<file path="src/design/ortu_pkg.sv">
// Shared types and constants of the occupancy grid ray trace update block.
`default_nettype none
package ortu_pkg;

   localparam int GRID_SIDE_DEF = 256;
   localparam int CELL_BITS_DEF = 16;

   localparam int COORD_W = 8;
   localparam int VAL_W   = 16;
   localparam int COUNT_W = 9;

   localparam logic signed [VAL_W-1:0] OCC_INC_RST   = 16'sd217;
   localparam logic signed [VAL_W-1:0] FREE_INC_RST  = -16'sd217;
   localparam logic signed [VAL_W-1:0] FLOOR_RST     = -16'sd1280;
   localparam logic signed [VAL_W-1:0] CEILING_RST   = 16'sd1280;

   typedef enum logic [1:0] {
      CSR_OCC_INC  = 2'd0,
      CSR_FREE_INC = 2'd1,
      CSR_FLOOR    = 2'd2,
      CSR_CEILING  = 2'd3
   } csr_index_type;

   typedef enum logic [0:0] {
      MODE_TRACE = 1'b0,
      MODE_QUERY = 1'b1
   } mode_type;

   typedef enum logic [2:0] {
      ST_CLEAR,
      ST_IDLE,
      ST_DISPATCH,
      ST_QUERY_RD,
      ST_WALK,
      ST_DRAIN,
      ST_DONE
   } state_type;

   // controller -> datapath
   typedef struct packed {
      logic clear;
      logic load;
      logic query_rd;
      logic step;
      logic rsp_load;
   } cmd_type;

   // datapath -> controller
   typedef struct packed {
      logic clear_last;
      logic is_query;
      logic in_range;
      logic at_end;
   } status_type;

endpackage
`default_nettype wire

</file>
<file path="src/design/ortu_ctrl.sv">
// Sequencer of the ray trace update: clearing pass, item dispatch, query read, walk and result hand-off.
`default_nettype none
module ortu_ctrl (
   input  wire logic                clock,
   input  wire logic                reset,
   input  wire logic                req_valid,
   output      logic                req_stall,
   input  wire logic                rsp_stall,
   output      logic                rsp_valid,
   input  wire ortu_pkg::status_type status,
   output      ortu_pkg::cmd_type    cmd
);
   import ortu_pkg::*;

   state_type state_ff, state_in;
   logic      rsp_valid_ff, rsp_valid_in;
   logic      out_free;

   assign out_free = !rsp_valid_ff || !rsp_stall;

   always_comb begin
      state_in = state_ff;
      case (state_ff)
         ST_CLEAR: begin
            if (status.clear_last) state_in = ST_IDLE;
         end
         ST_IDLE: begin
            if (req_valid) state_in = ST_DISPATCH;
         end
         ST_DISPATCH: begin
            if (!status.in_range)    state_in = ST_DONE;
            else if (status.is_query) state_in = ST_QUERY_RD;
            else                      state_in = ST_WALK;
         end
         ST_QUERY_RD: state_in = ST_DONE;
         ST_WALK: begin
            if (status.at_end) state_in = ST_DRAIN;
         end
         ST_DRAIN: state_in = ST_DONE;
         ST_DONE: begin
            if (out_free) state_in = ST_IDLE;
         end
         default: state_in = ST_CLEAR;
      endcase
   end

   always_comb begin
      cmd          = '0;
      req_stall    = 1'b1;
      case (state_ff)
         ST_CLEAR:    cmd.clear = 1'b1;
         ST_IDLE: begin
            req_stall = 1'b0;
            cmd.load  = req_valid;
         end
         ST_QUERY_RD: cmd.query_rd = 1'b1;
         ST_WALK:     cmd.step = 1'b1;
         ST_DONE:     cmd.rsp_load = out_free;
         default:     cmd = '0;
      endcase
   end

   assign rsp_valid_in = cmd.rsp_load || (rsp_valid_ff && rsp_stall);
   assign rsp_valid    = rsp_valid_ff;

   always_ff @(posedge clock) begin
      if (reset) begin
         state_ff     <= ST_CLEAR;
         rsp_valid_ff <= 1'b0;
      end else begin
         state_ff     <= state_in;
         rsp_valid_ff <= rsp_valid_in;
      end
   end

endmodule
`default_nettype wire

</file>
<file path="config.mk">
export PLATFORM = sky130hd
export DESIGN_NAME = ortu_ctrl
export DESIGN_NICKNAME = d
export VERILOG_FILES = /design/src/design/ortu_pkg.sv /design/src/design/ortu_ctrl.sv
export SDC_FILE = /design/constraint.sdc
export NUM_CORES = 1
export LEC_CHECK = 0
export ABC_CLOCK_PERIOD_IN_PS = 1320
export BUFFER_PORTS_ARGS = -buffer_cell sky130_fd_sc_hd__buf_2
export CORE_AREA = 5 5 42 44
export DETAILED_ROUTE_END_ITERATION = 7
export DIE_AREA = 0 0 47 49
export PLACE_DENSITY_LB_ADDON = 0.08
export SLEW_MARGIN = 20
export SYNTH_ARGS = -nofsm -noshare
export SYNTH_HDL_FRONTEND = slang
export SYNTH_SLANG_ARGS = --single-unit
</file>
<file path="constraint.sdc">
create_clock -name clock -period 1.32 [get_ports clock]
set_input_delay 0.066 -clock clock [delete_from_list [all_inputs] [get_ports clock]]
set_output_delay 0.066 -clock clock [all_outputs]
set_load 0.01 [all_outputs]
</file>
**Word level (Yosys, flattened, before mapping)**

Index checks and enable logic that the tools add are counted.

- Equality and inequality tests: 10
- Mux-type cells: 13
- Reductions and logical operators: 8

Operators with widths:

| operator | count |
|---|---|
| $mux 3 | 6 |
| $pmux 3 s6 | 1 |
| $eq 3x3->1 const B | 3 |
| $ne 2x2->1 const B | 4 |
| $eq 3x2->1 const B | 2 |
| $mux 1 | 6 |
| $reduce_and 4->1 | 1 |
| $eq 3x1->1 const B | 1 |
| $logic_not 3->1 | 1 |
| $logic_not 1->1 | 2 |
| $logic_or 1x1->1 | 2 |
| $reduce_or 2->1 | 1 |
| $logic_and 1x1->1 | 1 |

- Register bits: 4
- Bits of input ports: 8
- Logic and storage cells: 33

**Depth between registers and ports, before layout**

- Depth after elaboration: 4
- Depth in mapped cells: 5

**Worst setup path after synthesis**

Ideal clock, no wire load.

- Path type: register to register
- Start point: register state_ff[2]
- End point: register state_ff[1]
- Period minus slack after synthesis: 1.203 ns
- Required time: 1.251 ns
- Cell stages (with the launch flop): 6
- Buffers on the path: 1
- Setup slack: 0.117 ns
- Arrival time: 1.134 ns
- Cell sequence: dfxtp_1 -> buf_6 -> nor3_2 -> a41oi_1 -> or4b_1 -> o21ai_1

- Word-level cells in the longest chain between the ends: 3
- Elaborated cells between the ends (all ways): 14
- Those cells by class: eq/ne (10); mux (1); reduce/logical (3)

RTL lines:

| item | RTL line | text |
|---|---|---|
| start: declaration | ortu_ctrl.sv:15 | `state_type state_ff, state_in;` |
| start signal: assignment | ortu_ctrl.sv:71 | `state_ff <= state_in;` |
| $eq 3x2->1 (tied with other cells) | ortu_ctrl.sv:23 | `case (state_ff)` |
| $reduce_or 2->1 (no line) / $ne 2x2->1 (equally long branches) | - |  |
| $pmux 3 s6 / $reduce_and 4->1 (equally long branches) | - |  |

Several ways; a longest one is shown, not always the timed one.
A chain may end at the register's enable or synchronous reset.

==> qor.csv <==
stage,metric,value,unit
yosys,share of the synthesized area in the top cell type,0.2795,
route,DR pass1 iterations,4,
route,DRC,0,
yosys,"flops & latches, synth",4,
setup_path,FF-to-FF setup slack,90,ps
clocking,maximum clock insertion buffer count,2,
yosys,"area leader, netlist",dfxtp_1,
clocking,worst skew pair latency,230,ps
cells_and_area,"commonest non-fill, non-tap cell in the layout",buf_2,
min_path,Hold Path Depth,2,
run,max-cap check violation count,0,
setup_path,CP Launch Type,flip-flop,
placement,gpl congestion,0.7201,
route,Initial DRC Count,4,
global_route,first-pass GRT wire length,1.283,mm
cells_and_area,ANT cells,0,
floorplan,die area,2303,µm²
global_route,GR Overflow Total,0,
timing,final-report setup violation count,0,
floorplan,row cnt,14,
yosys,Post-Synthesis Cells,37,
floorplan,initial core utilization,0.2045,
yosys,Ys Warns,0,
timing,TNS Setup,0,ps
yosys,Post-synth EDFFs,0,
global_route,vias in the first global route,318,
floorplan,die span in y,49,µm
setup_path,crit-path leading delay family,flip-flops,
clocking,Num CTS Buffers,3,
setup_path,CP arrival,1190,ps
power,Worst VDD drop,607.5,µV
yosys,"Primary FF master, synth",dfxtp_1,
power,Pleak,0.1900,nW
yosys,Post-Syn Area,286.5,µm²
route,routed vias,352,
timing,setup ws final,59.08,ps
clocking,CTS tree,yes,
setup_path,CP required,1250,ps
route,Total Wirelength,832,µm
placement,dpl ws,9.536,ps
cells_and_area,# nets final,64,
timing,period utilisation layout,0.9552,
global_route,initial antenna violation count,0,
timing,Final Hold Fails,0,
setup_path,crit path buf inv count,2,
min_path,Min-Delay Path Class,input port to flip-flop,
min_path,Hold Path Origin,reset,
route,Final ANT Viol Nets,0,
yosys,Synth async-reset ratio,0,
cells_and_area,layout cell share with drive strength beyond 1,0.4630,
global_route,GRT Util Overall,0.07817,
yosys,synth top area cells,"dfxtp_1 28%, a21oi_1 7.0%, or4b_1 7.0%, o21ai_0 5.2%, nand2_1 5.2%",
clocking,clock sink count,4,
clocking,Worst-path clk slew,40,ps
clocking,CTS Hold Bufs,0,
run_status,status,"finished, final reports clean",
floorplan,I/O pins,15,
clocking,CTS root buf,clkbuf_4,
timing,Relative slew margins,0.8401,
placement,port bufs,14,
floorplan,area of the core,1401,µm²
setup_path,crit end category,output port,
timing,skew final,1.538,ps
clocking,H-tree levels,1,
global_route,largest net degree at the start of global routing,14,
yosys,syn_area_per_cell,7.744,µm²
route,drt via density,5.029,
yosys,sequential fraction of the synthesis area,0.2795,
placement,Final HPWL DP,677.3,µm
timing,Fmax achieved,0.7931,GHz
setup_path,CP cell instances,buf_6 > and2b_1 > and2_1 > buf_2,
yosys,Netlist cell types,23,
timing,RSZ-0062 raised after global routing,false,
placement,"Cell Area, Placed",379.1,µm²
cells_and_area,"commonest non-fill, non-tap cells in the layout","14 x buf_2, 4 x nand2_1, 4 x a21oi_1",
yosys,Mapped Nets,45,
timing,Final min period,1261,ps
cells_and_area,Filler cells,169,
clocking,Post-CTS Setup Inserts,0,
min_path,Worst Hold Endpoint,state_ff[2],
power,total chip power,0.7601,mW
setup_path,"Slowest-stage cell, CP",dfxtp_4,
route,routed wire length per instance,11.89,µm
timing,"Slew Viols, Final",0,
setup_path,CP Class,flip-flop to output port,
cells_and_area,Post-Layout Inst Area,410.4,µm²
setup_path,max incr delay on CP,380,ps
setup_path,R2R depth,4,
setup_path,reg2reg start,state_ff[0],
setup_path,crit-path max FO,7,
timing,Tightest Pin Transition,236.7,ps
floorplan,Die Width,47,µm
cells_and_area,Synth-to-Final Area Change,43.23,%
setup_path,critical register-to-register path endpoint,state_ff[0],
power,pwr/cell area,1852,nW/µm²
## worst reg2reg max path, cell delays in order (launching register included)
cell	delay, ps
dfxtp_1	290
nand2b_2	180
a2bb2oi_1	140
or4b_1	460
o21ai_0	80
## worst max-delay path by stage
stage / startpoint / to / slack, ps / depth (start not counted)
after floorplan: state_ff[2] / state_ff[1] / 120 / 5
after global placement: state_ff[2] / state_ff[0] / 60 / 4
after detailed placement: state_ff[2] / state_ff[0] / 10 / 4
after CTS: state_ff[2] / cmd[2] / 30 / 4
after global routing: state_ff[1] / cmd[3] / 20 / 4
final: state_ff[2] / cmd[2] / 60 / 4
## metrics by stage
step	cells	utilization	hold slack (ps)
after floorplan	37	-	135.1
after global placement	67	0.2705	307.0
after detailed placement	67	0.2705	323.2
after CTS	70	0.2893	65.03
after global routing	70	0.2929	75.53
final	70	0.2929	69.86
## per-layer routing
metal / routed length (µm) / vias up / part of all wire / track usage
met2: 416 / 8 / 0.50 / 0.1199
met1: 372 / 172 / 0.45 / 0.08132
met5: 0 / - / 0 / 0
met4: 0 / 0 / 0 / 0.01382
met3: 43 / 0 / 0.052 / 0.06642
li1: - / 172 / - / -
## logic make-up after synthesis
| kind of cell | synth area share |
|---|---|
| DFF | 0.2795 |
| buffers and inverters | 0.06984 |
| and+or+nand+nor | 0.3625 |
| AOI/OAI and AO/OA | 0.2882 |
## sequential cells by signal, indices dropped and copies added, names as in the netlist
register and count:
state_ff 3, rsp_valid 1
## cells in the mapped netlist, types with 2 or more instances
cell     count
a21oi_1      4
dfxtp_1      4
nand2_1      4
nor2_1       3
o21ai_0      3
or4b_1       2
## what timing repair did
action | in CTS | in global routing
resized for setup | 2 | 2
gates cloned | 0 | 0
pin swaps | 0 | 0
endpoints found under the setup margin | 2 | 2
## layout make-up
class,instances,area (µm²),area share
sequential,4,85.08,0.2073
multi-input combinational,30,186.4,0.4543
timing repair buffer,17,96.34,0.2348
tap,16,20.02,0.04878
clock buffer,3,22.52,0.05488
## report_power, final
| group | switching, mW | internal (mW) | total, mW | leakage [nW] |
|---|---|---|---|---|
| combinational | 0.209 | 0.199 | 0.407 | 0.142 |
| clock | 0.0473 | 0.102 | 0.149 | 0.0138 |
| sequential | 0.0400 | 0.164 | 0.204 | 0.0339 |
Power figures use the tool's default switching activity.
